File: src/sv/qbm_pkg.sv
// Shared constants for the exhaustive QUBO minimizer.
`default_nettype none
package qbm_pkg;
  localparam int MAX_VARS    = 16;
  localparam int COEFF_WIDTH = 16;
  localparam int COEFF_IN_W  = 16;
  localparam int FIELD_W     = 4;
  localparam int VARS_W      = 5;
  localparam int ENERGY_W    = 24;
  localparam int VEC_W       = 16;
  localparam int VAR_W       = (MAX_VARS > 1) ? $clog2(MAX_VARS) : 1;
  localparam int NUM_W       = $clog2(MAX_VARS + 1);
  localparam int DEPTH       = MAX_VARS * MAX_VARS;
  localparam int ADDR_W      = $clog2(DEPTH);
  localparam int ACC_W       = 2 * VAR_W + COEFF_WIDTH + 1;
  localparam int CFG_AW      = 3;
  localparam int CFG_DW      = 32;
  localparam int REG_IDX_W   = CFG_AW - 2;

  localparam logic [0:0]           ACT_LOAD  = 1'b0;
  localparam logic [0:0]           ACT_SOLVE = 1'b1;
  localparam logic [REG_IDX_W-1:0] REG_VARS  = '0;
  localparam logic [VARS_W-1:0]    VARS_RESET = VARS_W'(16);
endpackage
`default_nettype wire

File: src/sv/qbm_if.sv
// Valid/ready channel interfaces for input items and result items.
`default_nettype none
interface qbm_in_if;
  logic                                  valid;
  logic                                  ready;
  logic                                  action;
  logic [qbm_pkg::FIELD_W-1:0]           row;
  logic [qbm_pkg::FIELD_W-1:0]           col;
  logic signed [qbm_pkg::COEFF_IN_W-1:0] coeff;
  modport source (output valid, action, row, col, coeff, input ready);
  modport sink (input valid, action, row, col, coeff, output ready);
endinterface

interface qbm_out_if;
  logic                                valid;
  logic                                ready;
  logic signed [qbm_pkg::ENERGY_W-1:0] min_energy;
  logic [qbm_pkg::VEC_W-1:0]           best_vector;
  modport source (output valid, min_energy, best_vector, input ready);
  modport sink (input valid, min_energy, best_vector, output ready);
endinterface
`default_nettype wire

File: src/sv/qubo_bruteforce_minimizer_core.sv
// Top level: exhaustive QUBO search over a coefficient memory.
// Usage:
//   in_ch carries items. action=load writes coeff at (row, col) of the
//   matrix memory; loads stream back to back. action=solve scans all
//   2^n candidate vectors (n = vars_in_use, clamped to 16).
//   out_ch returns one item per solve: min_energy (at most 0) and
//   best_vector, the first minimizing vector (0 when nothing scores below 0).
//   The APB port holds vars_in_use at address 0; pready is always high.
// Solve:
//   Each candidate reads n*n coefficients through the single read port of
//   the matrix memory, one per cycle, then the drain state finishes the sum
//   and compare. in_ready is low while a solve runs.
// Reset (rst_n low, synchronous): control clears, vars_in_use returns to 16.
//   Matrix contents are not cleared; read only written entries.
// Stall: a result waits in the output register while out_ready is low;
//   loads are still taken, and a later solve holds its result until the
//   output register is free.
`default_nettype none
module qubo_bruteforce_minimizer_core (
  input  wire logic                         clk,
  input  wire logic                         rst_n,
  qbm_in_if.sink                            in_ch,
  qbm_out_if.source                         out_ch,
  input  wire logic                         cfg_psel,
  input  wire logic                         cfg_penable,
  input  wire logic                         cfg_pwrite,
  input  wire logic [qbm_pkg::CFG_AW-1:0]   cfg_paddr,
  input  wire logic [qbm_pkg::CFG_DW-1:0]   cfg_pwdata,
  output logic      [qbm_pkg::CFG_DW-1:0]   cfg_prdata,
  output logic                              cfg_pready
);
  import qbm_pkg::*;

  localparam logic [1:0] S_IDLE  = 2'd0;
  localparam logic [1:0] S_SCAN  = 2'd1;
  localparam logic [1:0] S_DRAIN = 2'd2;
  localparam logic [1:0] S_FIN   = 2'd3;

  localparam logic signed [ACC_W-1:0] ENERGY_MIN_ACC = -(ACC_W'(1) <<< (ENERGY_W - 1));

  logic [1:0]                state_r, state_nxt;
  logic [VARS_W-1:0]         vars_r;
  logic [NUM_W-1:0]          n_r, n_nxt, n_eff;
  logic [MAX_VARS-1:0]       cand_r, cand_nxt, cand_last;
  logic [MAX_VARS:0]         span;
  logic [VAR_W-1:0]          ii_r, ii_nxt, jj_r, jj_nxt, last_idx;
  logic [MAX_VARS-1:0]       xvec;
  logic [NUM_W-1:0]          bit_idx [MAX_VARS];
  logic signed [ACC_W-1:0]   acc_r, acc_nxt, sum, best_r, best_nxt;
  logic [MAX_VARS-1:0]       bits_r, bits_nxt;
  logic                      rd_vld_r, rd_inc_r, rd_last_r;
  logic [COEFF_WIDTH-1:0]    q_mem [DEPTH];
  logic [COEFF_WIDTH-1:0]    q_rdata_r;
  logic [ADDR_W-1:0]         wr_addr, rd_addr;
  logic                      in_fire, load_we, issue, out_free;
  logic                      out_valid_r;
  logic signed [ENERGY_W-1:0] out_energy_r;
  logic [VEC_W-1:0]          out_vector_r;
  logic                      cfg_we;

  // configuration
  assign cfg_pready = 1'b1;
  assign cfg_we = cfg_psel && cfg_penable && cfg_pwrite &&
                  (cfg_paddr[CFG_AW-1:2] == REG_VARS);
  assign cfg_prdata = (cfg_paddr[CFG_AW-1:2] == REG_VARS) ?
                      CFG_DW'(vars_r) : '0;

  always_ff @(posedge clk) begin
    if (!rst_n) begin
      vars_r <= VARS_RESET;
    end else if (cfg_we) begin
      vars_r <= cfg_pwdata[VARS_W-1:0];
    end
  end

  assign n_eff = (32'(vars_r) > MAX_VARS) ? NUM_W'(MAX_VARS) : NUM_W'(vars_r);

  // matrix memory
  assign in_ch.ready = (state_r == S_IDLE);
  assign in_fire = in_ch.valid && in_ch.ready;
  assign load_we = in_fire && (in_ch.action == ACT_LOAD) &&
                   (32'(in_ch.row) < MAX_VARS) && (32'(in_ch.col) < MAX_VARS);
  assign wr_addr = ADDR_W'(ADDR_W'(in_ch.row) * ADDR_W'(MAX_VARS) + ADDR_W'(in_ch.col));
  assign rd_addr = ADDR_W'(ADDR_W'(ii_r) * ADDR_W'(MAX_VARS) + ADDR_W'(jj_r));
  assign issue   = (state_r == S_SCAN);

  always_ff @(posedge clk) begin
    if (load_we) begin
      q_mem[wr_addr] <= COEFF_WIDTH'(in_ch.coeff);
    end
  end

  always_ff @(posedge clk) begin
    q_rdata_r <= q_mem[rd_addr];
  end

  // candidate bits in variable order: variable k is counter bit n-1-k
  always_comb begin
    for (int k = 0; k < MAX_VARS; k++) begin
      bit_idx[k] = n_r - NUM_W'(1) - NUM_W'(k);
      xvec[k] = (NUM_W'(k) < n_r) ? cand_r[bit_idx[k][VAR_W-1:0]] : 1'b0;
    end
  end

  assign span      = ({{MAX_VARS{1'b0}}, 1'b1} << n_r) - 1'b1;
  assign cand_last = span[MAX_VARS-1:0];
  assign last_idx  = VAR_W'(n_r - NUM_W'(1));
  assign out_free  = !out_valid_r || out_ch.ready;

  always_comb begin
    sum = acc_r + (rd_inc_r ?
          {{(ACC_W-COEFF_WIDTH){q_rdata_r[COEFF_WIDTH-1]}}, q_rdata_r} : '0);
  end

  always_comb begin
    state_nxt = state_r;
    n_nxt     = n_r;
    cand_nxt  = cand_r;
    ii_nxt    = ii_r;
    jj_nxt    = jj_r;
    acc_nxt   = acc_r;
    best_nxt  = best_r;
    bits_nxt  = bits_r;
    if (rd_vld_r) begin
      acc_nxt = sum;
      if (rd_last_r) begin
        acc_nxt = '0;
        if (sum < best_r) begin
          best_nxt = sum;
          bits_nxt = xvec;
        end
      end
    end
    case (state_r)
      S_IDLE: begin
        if (in_fire && (in_ch.action == ACT_SOLVE)) begin
          n_nxt    = n_eff;
          cand_nxt = '0;
          ii_nxt   = '0;
          jj_nxt   = '0;
          acc_nxt  = '0;
          best_nxt = '0;
          bits_nxt = '0;
          state_nxt = (n_eff == '0) ? S_FIN : S_SCAN;
        end
      end
      S_SCAN: begin
        if (jj_r == last_idx) begin
          jj_nxt = '0;
          if (ii_r == last_idx) begin
            ii_nxt    = '0;
            state_nxt = S_DRAIN;
          end else begin
            ii_nxt = ii_r + 1'b1;
          end
        end else begin
          jj_nxt = jj_r + 1'b1;
        end
      end
      S_DRAIN: begin
        if (cand_r == cand_last) begin
          state_nxt = S_FIN;
        end else begin
          cand_nxt  = cand_r + 1'b1;
          state_nxt = S_SCAN;
        end
      end
      S_FIN: begin
        if (out_free) begin
          state_nxt = S_IDLE;
        end
      end
      default: begin
        state_nxt = S_IDLE;
      end
    endcase
  end

  always_ff @(posedge clk) begin
    if (!rst_n) begin
      state_r  <= S_IDLE;
      rd_vld_r <= 1'b0;
    end else begin
      state_r  <= state_nxt;
      rd_vld_r <= issue;
    end
  end

  always_ff @(posedge clk) begin
    n_r       <= n_nxt;
    cand_r    <= cand_nxt;
    ii_r      <= ii_nxt;
    jj_r      <= jj_nxt;
    acc_r     <= acc_nxt;
    best_r    <= best_nxt;
    bits_r    <= bits_nxt;
    rd_inc_r  <= xvec[ii_r] & xvec[jj_r];
    rd_last_r <= (ii_r == last_idx) && (jj_r == last_idx);
  end

  // result register
  always_ff @(posedge clk) begin
    if (!rst_n) begin
      out_valid_r <= 1'b0;
    end else if ((state_r == S_FIN) && out_free) begin
      out_valid_r <= 1'b1;
    end else if (out_ch.ready) begin
      out_valid_r <= 1'b0;
    end
  end

  always_ff @(posedge clk) begin
    if ((state_r == S_FIN) && out_free) begin
      out_energy_r <= (best_r < ENERGY_MIN_ACC) ? ENERGY_MIN_ACC[ENERGY_W-1:0] :
                      best_r[ENERGY_W-1:0];
      out_vector_r <= VEC_W'(bits_r);
    end
  end

  assign out_ch.valid       = out_valid_r;
  assign out_ch.min_energy  = out_energy_r;
  assign out_ch.best_vector = out_vector_r;
endmodule
`default_nettype wire

File: src/flat_wrapper.sv
// flat-port wrapper written by rule: the top's interface ports become plain ports
module qubo_bruteforce_minimizer_core_flat import qbm_pkg::*;
  (clk, rst_n, cfg_psel, cfg_penable, cfg_pwrite, cfg_paddr, cfg_pwdata, cfg_prdata, cfg_pready, in_ch_valid, in_ch_action, in_ch_row, in_ch_col, in_ch_coeff, in_ch_ready, out_ch_valid, out_ch_min_energy, out_ch_best_vector, out_ch_ready);
  qbm_in_if in_ch_i ();
  qbm_out_if out_ch_i ();
  input  wire logic clk;
  input  wire logic rst_n;
  input  wire logic cfg_psel;
  input  wire logic cfg_penable;
  input  wire logic cfg_pwrite;
  input  wire logic [qbm_pkg::CFG_AW-1:0] cfg_paddr;
  input  wire logic [qbm_pkg::CFG_DW-1:0] cfg_pwdata;
  output logic      [qbm_pkg::CFG_DW-1:0] cfg_prdata;
  output logic cfg_pready;
  input wire logic [$bits(in_ch_i.valid)-1:0] in_ch_valid;
  input wire logic [$bits(in_ch_i.action)-1:0] in_ch_action;
  input wire logic [$bits(in_ch_i.row)-1:0] in_ch_row;
  input wire logic [$bits(in_ch_i.col)-1:0] in_ch_col;
  input wire logic [$bits(in_ch_i.coeff)-1:0] in_ch_coeff;
  output wire logic [$bits(in_ch_i.ready)-1:0] in_ch_ready;
  output wire logic [$bits(out_ch_i.valid)-1:0] out_ch_valid;
  output wire logic [$bits(out_ch_i.min_energy)-1:0] out_ch_min_energy;
  output wire logic [$bits(out_ch_i.best_vector)-1:0] out_ch_best_vector;
  input wire logic [$bits(out_ch_i.ready)-1:0] out_ch_ready;
  assign in_ch_i.valid = in_ch_valid;
  assign in_ch_i.action = in_ch_action;
  assign in_ch_i.row = in_ch_row;
  assign in_ch_i.col = in_ch_col;
  assign in_ch_i.coeff = in_ch_coeff;
  assign in_ch_ready = in_ch_i.ready;
  assign out_ch_valid = out_ch_i.valid;
  assign out_ch_min_energy = out_ch_i.min_energy;
  assign out_ch_best_vector = out_ch_i.best_vector;
  assign out_ch_i.ready = out_ch_ready;
  qubo_bruteforce_minimizer_core u_core (.clk(clk), .rst_n(rst_n), .in_ch(in_ch_i), .out_ch(out_ch_i), .cfg_psel(cfg_psel), .cfg_penable(cfg_penable), .cfg_pwrite(cfg_pwrite), .cfg_paddr(cfg_paddr), .cfg_pwdata(cfg_pwdata), .cfg_prdata(cfg_prdata), .cfg_pready(cfg_pready));
endmodule
File: config.mk
export PLATFORM = sky130hd
export DESIGN_NAME = qubo_bruteforce_minimizer_core_flat
export DESIGN_NICKNAME = d
export VERILOG_FILES = /design/src/sv/qbm_pkg.sv /design/src/sv/qbm_if.sv /design/src/sv/qubo_bruteforce_minimizer_core.sv /design/src/flat_wrapper.sv
export SDC_FILE = /design/constraint.sdc
export NUM_CORES = 2
export LEC_CHECK = 0
export ABC_AREA = 0
export ABC_CLOCK_PERIOD_IN_PS = 5700
export BUFFER_PORTS_ARGS = -buffer_cell sky130_fd_sc_hd__buf_2
export CORE_ASPECT_RATIO = 0.7
export CORE_MARGIN = 3
export CORE_UTILIZATION = 58
export DETAILED_ROUTE_END_ITERATION = 10
export PLACE_DENSITY_LB_ADDON = 0.12
export SETUP_SLACK_MARGIN = 0.5
export SYNTH_ARGS = -nofsm -noshare
export SYNTH_HDL_FRONTEND = slang
export SYNTH_SLANG_ARGS = --single-unit
export TNS_END_PERCENT = 1
File: constraint.sdc
create_clock -name clk -period 5.7 [get_ports clk]
set_input_delay 0.855 -clock clk [delete_from_list [all_inputs] [get_ports clk]]
set_output_delay 0.855 -clock clk [all_outputs]
set_load 0.05 [all_outputs]
* Word-level counts from Yosys, hierarchy flattened
Memory sizes are Yosys's and may differ from the RTL's. A register that Yosys moved wholly into a read port is not among the register bits.
Cells that the tools add are included.
** Storage, ports and cells
- RAM bits :: 4096
- Memories kept :: 1
- Register bits after elaboration :: 146
- Output and inout port bits :: 75
- Bits of input ports :: 67
** Memories
- u_core.q_mem :: depth 256, width 16, read ports 1, clocked after Yosys merged registers in 1, wr ports 1, line qubo_bruteforce_minimizer_core.sv:52 : logic [COEFF_WIDTH-1:0] q_mem [DEPTH];
** Operators by class
- Reductions and logical operators :: 20
- Add/subtract/negate cells :: 23
- Order comparisons :: 37
- Equality and inequality tests :: 11
- Multiplexer cells :: 89
- Bitwise operators :: 3
- Shifts and indexed selects :: 1
** Operator list (number)
- $mux W25 :: 10
- $mux W16 :: 7
- $lt A4 B5 Y1 const B :: 18
- $bmux W1 S4 :: 18
- $lt A4 B5 Y1 const A :: 8
- $mux W1 :: 38
- $pmux W16 S2 :: 1
- $sub A4 B4 Y4 const B :: 8
- $add A25 B25 Y25 :: 1
- $lt A25 B24 Y1 const B :: 1
- $lt A25 B25 Y1 :: 1
- $lt A3 B5 Y1 const A :: 4
- $add A16 B1 Y16 const B :: 1
- $add A8 B4 Y8 :: 2
- $eq A16 B16 Y1 :: 1
- $mux W4 :: 4
- $pmux W4 S2 :: 2
- $shl A1 B5 Y16 const A :: 1
- $sub A16 B1 Y16 const B :: 1
- $sub A4 B3 Y4 const B :: 4
- $mux W2 :: 6
- $lt A1 B5 Y1 const A :: 2
- $lt A2 B5 Y1 const A :: 2
- $mux W5 :: 2
- 21 further kinds :: 41

* Depth between registers and ports, before layout
- Depth after elaboration :: 10
- Mapped depth :: 22
- Gate-level depth less buffers :: 20

* Least setup slack after synthesis
Ideal clock, no wire load.
- Path kind :: register -> register
- From :: reg u_core.n_r[0]
- To :: reg u_core.cand_r[0], enable pin
- Data arrival time :: 4507 ps
- Period minus slack after synthesis :: 4921 ps
- Data required time :: 5286 ps
- Stages on the path, launching flop included :: 17
- Buffers on the path :: 3
- Setup slack :: 779 ps
- Cells stage by stage :: edfxtp_1 -> buf_2 -> clkinv_1 -> buf_1 -> ha_1 -> clkbuf_1 -> inv_1 -> nor3_1 -> inv_1 -> ha_1 -> o31a_1 -> o21ai_0 -> mux2_2 -> a31oi_1 -> xor2_1 -> nor4_1 -> a211oi_1
** On the way
- Word-level cells in the longest chain between the ends :: 5
** RTL lines
- from (decl) :: line qubo_bruteforce_minimizer_core.sv:43 : logic [NUM_W-1:0] n_r, n_nxt, n_eff;
- from (signal assigned) :: line qubo_bruteforce_minimizer_core.sv:190 : n_r <= n_nxt;
- $shl A1 B5 Y16 :: line qubo_bruteforce_minimizer_core.sv:105 : assign span = ({{MAX_VARS{1'b0}}, 1'b1} << n_r) - 1'b1;
- $sub A16 B1 Y16 :: line qubo_bruteforce_minimizer_core.sv:105
- $eq A16 B16 Y1 :: line qubo_bruteforce_minimizer_core.sv:161 : if (cand_r == cand_last) begin
- $ne A2 B2 Y1 (no line)
- $reduce_and A3 Y1 (no line)
- to (signal assigned) :: line qubo_bruteforce_minimizer_core.sv:191 : cand_r <= cand_nxt;
- to (decl) :: line qubo_bruteforce_minimizer_core.sv:44 : logic [MAX_VARS-1:0] cand_r, cand_nxt, cand_last;
Every way passes these cells.
A chain may end at the register's enable or synchronous reset.

* Worst setup path after layout
- From :: reg u_core.rd_inc_r
- To :: reg u_core.bits_r[3]
** On the way
- Word-level cells in the longest chain between the ends :: 8
** RTL lines
- from (decl) :: line qubo_bruteforce_minimizer_core.sv:51 : logic rd_vld_r, rd_inc_r, rd_last_r;
- from (signal assigned) :: line qubo_bruteforce_minimizer_core.sv:197 : rd_inc_r <= xvec[ii_r] & xvec[jj_r];
- $mux W25 (*) :: line qubo_bruteforce_minimizer_core.sv:111 : sum = acc_r + (rd_inc_r ?
- $add A25 B25 Y25 (*) :: line qubo_bruteforce_minimizer_core.sv:111
- $lt A25 B25 Y1 (*) :: line qubo_bruteforce_minimizer_core.sv:128 : if (sum < best_r) begin
- $mux W16 (*) :: line qubo_bruteforce_minimizer_core.sv:128
- $mux W16 (*) :: line qubo_bruteforce_minimizer_core.sv:126 : if (rd_last_r) begin
- $mux W16 (*) :: line qubo_bruteforce_minimizer_core.sv:124 : if (rd_vld_r) begin
- $mux W16 :: line qubo_bruteforce_minimizer_core.sv:136 : if (in_fire && (in_ch.action == ACT_SOLVE)) begin
- $mux W16 (*) :: line qubo_bruteforce_minimizer_core.sv:134 : case (state_r)
- named net u_core.bits_nxt[3] :: line qubo_bruteforce_minimizer_core.sv:50 : logic [MAX_VARS-1:0] bits_r, bits_nxt;
- to (signal assigned) :: line qubo_bruteforce_minimizer_core.sv:196 : bits_r <= bits_nxt;
- to (decl) :: line qubo_bruteforce_minimizer_core.sv:50
Mark *: on every way through the listed nets, which the timed path passes. The rest lies on a longest branch.

==> impl_metrics.csv <==
group,metric,value,unit
sta,finalSetupTns,0,ns
global_route,grt_max_degree,193,
synthesis,yosys.area.top_type,"edfxtp_1",
synthesis,synth_mux_area_frac,0.1895,
placed_design,dpl.hpwl,242700,µm
power_and_ir_drop,p_per_area,364.9,nW/µm²
power_and_ir_drop,ir_drop,264.5,µV
route,drtIter0Drc,12250,
setup_path,crit_buf_inv,4,
synthesis,synth_edf_count,4165,
placed_design,placed_cells_incl_taps,11190,
setup_path,crit_chain,"buf_4 -> nand2_1 -> clkinvlp_4 -> ha_1 -> a21o_1 -> a21oi_1 -> o21ai_0 -> or4_1 -> a31oi_2 -> nor2_1 -> xnor3_1 -> inv_1 -> ha_1 -> nor3_1 -> o221ai_1 -> o211ai_1 -> a31oi_4 -> buf_4 -> or3b_2 -> a21oi_1",
sta,whs,0.1873,ns
synthesis,synthSimpleGateAreaFrac,0.01792,
power_and_ir_drop,p_leak,0.05876,µW
synthesis,synth_area_leaders,"edfxtp_1 (75%), mux4_2 (18%), dfxtp_1 (1.1%), nor2_1 (0.85%), clkbuf_1 (0.57%)",
global_route,antenna_found_initial,51,
floorplan,die_h,454.6,µm
clock_network,clk_path_buf_depth,4,
finish,fin_nets,7902,
sta,fin_crit_sh,0.8789,
synthesis,synth_cell_type_count,72,
floorplan,initial_core_util,0.5838,
route,via_count,79980,
synthesis,seq_area_frac_synth,0.7612,
sta,hold_viol,0,
sta,fmax,0.1996,GHz
route,wl_per_cell,34.65,µm
synthesis,synthFlopType,"edfxtp_1",
sta,worst_pin_slew,1.333,ns
finish,finalNonFillerCells,11900,
route,avgViaCountPerCell,6.723,
floorplan,die_area,294100,µm²
global_route,grt_pass1_vias,76870,
clock_network,tritoncts,"done",
global_route,grt_pass1_wl,585100,µm
global_route,track_usage,0.2832,
global_route,grt_overflow,0,
sta,finalClockSkew,0.05442,ns
setup_path,startpoint_type,"flip-flop",
run_status,status,"finished, final reports clean",
setup_path,crit_family,"compound AO/OA/AOI/OAI gates",
synthesis,synthMostInstantiatedCell,"edfxtp_1",
synthesis,synthXorXnorAreaFrac,0.004382,
setup_path,cpPeakStageDelay,0.47,ns
placed_design,numPortBuffers,84,
synthesis,synth_common_cells,"edfxtp_1 (4165), mux4_2 (1363), nor2_1 (377), clkbuf_1 (252), nand2_1 (96)",
finish,drive_gt1_frac,0.3138,
sta,fin_crit,5.010,ns
clock_network,cts_root_buf,"clkbuf_16",
placed_design,gp_congestion,0.8457,
job,cap_violations,0,
synthesis,synth_top_family_by_area,"multiplexers",
route,antenna_left,0,
route,finalWirelength,412200,µm
sta,slew_headroom,0.1111,
setup_path,worstSetupPathType,"reg2reg",
clock_network,clock-sinks,4258,
setup_path,cp.arrival,5.83,ns
synthesis,synthAdderAreaFrac,0.005147,
setup_path,critPathRequiredTime,6.52,ns
floorplan,core,285600,µm²
floorplan,pin_count,142,
sta,rsz0062_at_grt,"yes",
floorplan,fp.dieW,646.9,µm
worst_hold_path,hold_class,"in2reg",
sta,slew_viol_final,0,
setup_path,endpoint_kind,"flip-flop",
synthesis,syn_area,166800,µm²
clock_network,clk_latency,0.92,ns
sta,setup-violations-final,0,
synthesis,synth-compound-area-share,0.009221,
clock_network,h-tree-depth,5,
synthesis,synth_seq_cells,4258,
finish,area_growth_syn_to_layout,12.02,%
clock_network,path_clk_slew,0.07,ns
synthesis,synth_top_cell_area_share,0.7500,
route,drt_first_pass_iters,5,
finish,fillerInstances,18320,
synthesis,yosysWarnings,0,
synthesis,synth_cells,7248,
setup_path,critPathSlowestCell,"or4_1",
setup_path,cp_max_fo,9,
route,drc,0,
clock_network,cts_buffers,389,
floorplan,rows,164,
synthesis,synthArstFlopShare,0,
synthesis,avgSynthCellArea,23.01,µm²
## worst paths after layout
kind              depth (start not counted)        startpoint                           end  slack (ns)
hold reg to reg                           0  u_core.bits_r[7]  u_core.out_ch.best_vector[7]        0.44
setup / recovery                         20   u_core.rd_inc_r              u_core.bits_r[3]        0.69
hold / removal                            3     cfg_pwdata[4]              u_core.vars_r[4]        0.19
setup reg to reg                         20   u_core.rd_inc_r              u_core.bits_r[3]        0.69
## logic make-up after synthesis
family | Yosys count
buffers and inverters | 488
adder cells (fa/ha/maj) | 68
AND/OR/NAND/NOR | 669
AO/OA/AOI/OAI | 238
multiplexers | 1450
other | 2
XOR/XNOR | 75
flip-flops | 4258
## where the power goes
part / leakage, µW / internal (µW) / total [µW] / switching, µW
Clock: 0.00608 / 14500 / 25700 / 11200
Combinational: 0.0145 / 3380 / 7950 / 4560
Sequential: 0.0382 / 34500 / 34600 / 101
## layout by cell type, fill, tap and decap left out, types with 9 or more instances in the layout
cell type and n:
nand3_1 31, o21ai_0 30, nand2_1 87, nor2_2 21, mux2_2 24, inv_6 9
mux2i_1 63, inv_1 52, clkbuf_1 53, buf_8 16, bufinv_16 38, clkinv_2 80
and2_1 22, edfxtp_1 4165, dfxtp_1 93, xor2_1 27, nor2b_1 52, buf_2 68
a22oi_1 33, a21o_1 10, clkinvlp_4 15, and3_1 9, nand2_2 9, mux4_2 1363
ha_1 67, nor2_1 355, nor3_1 15, a211oi_1 9, clkbuf_16 396, buf_4 405
nand3b_1 10, buf_12 43, conb_1 28, clkinv_1 91, xnor2_1 43, a21oi_1 85
## metal layers
layer	vias up	routed length, µm	track usage
met3	523	49430	0.06505
met1	42890	174000	0.4648
met4	14	8746	0.05947
met5	-	95	0
li1	31790	-	-
met2	4765	179900	0.3944
## registers in the layout (all words and copies together) (netlist names), 16 cells and up
register / flops
u_core.acc_r: 25
u_core.best_r: 25
u_core.bits_r: 16
u_core.cand_r: 16
u_core.out_ch.best_vector: 16
u_core.out_ch.min_energy: 24
u_core.q_mem: 4096
u_core.q_rdata_r: 16
## worst reg2reg max path, delay by kind of cell, from the launching register on
family	cells	cell delay, ns
XOR/XNOR	1	0.32
AO/OA/AOI/OAI	8	1.61
flip-flops	1	0.33
AND/OR/NAND/NOR	5	1.42
adder cells (fa/ha/maj)	2	0.63
buffers and inverters	4	0.63
## timing repair
item	in CTS	in global routing
resized for setup	0	9
gates cloned	0	0
endpoints found under the setup margin	18	42
setup buffers	2	4
hold buffers	0	0
pin swaps	1	2
## cell type report
class,instances,area (µm²),area share
Antenna cell,8,20.02,0.0001072
Tap cell,3818,4777,0.02557
Clock inverter,238,2170,0.01161
Multi-Input combinational cell,2528,37980,0.2033
Clock buffer,456,10200,0.05463
Timing Repair Buffer,532,4482,0.02399
Sequential cell,4258,126900,0.6795
Inverter,58,230.2,0.001232
## per-stage QoR
| step | area [µm²] | power (µW) | setup slack (ns) | util |
|---|---|---|---|---|
| final | 186800 | 68160 | 0.6903 | 0.6540 |
| after global placement | 174300 | 43040 | 0.4518 | 0.6103 |
| after floorplan | 166900 | 39990 | 0.7787 | - |
| after detailed placement | 174300 | 43140 | 0.4299 | 0.6103 |
| after CTS | 186700 | 68540 | 0.4757 | 0.6537 |
| after global routing | 186800 | 70160 | 0.4485 | 0.6539 |
Note: power is estimated with default switching activity, not from simulation.
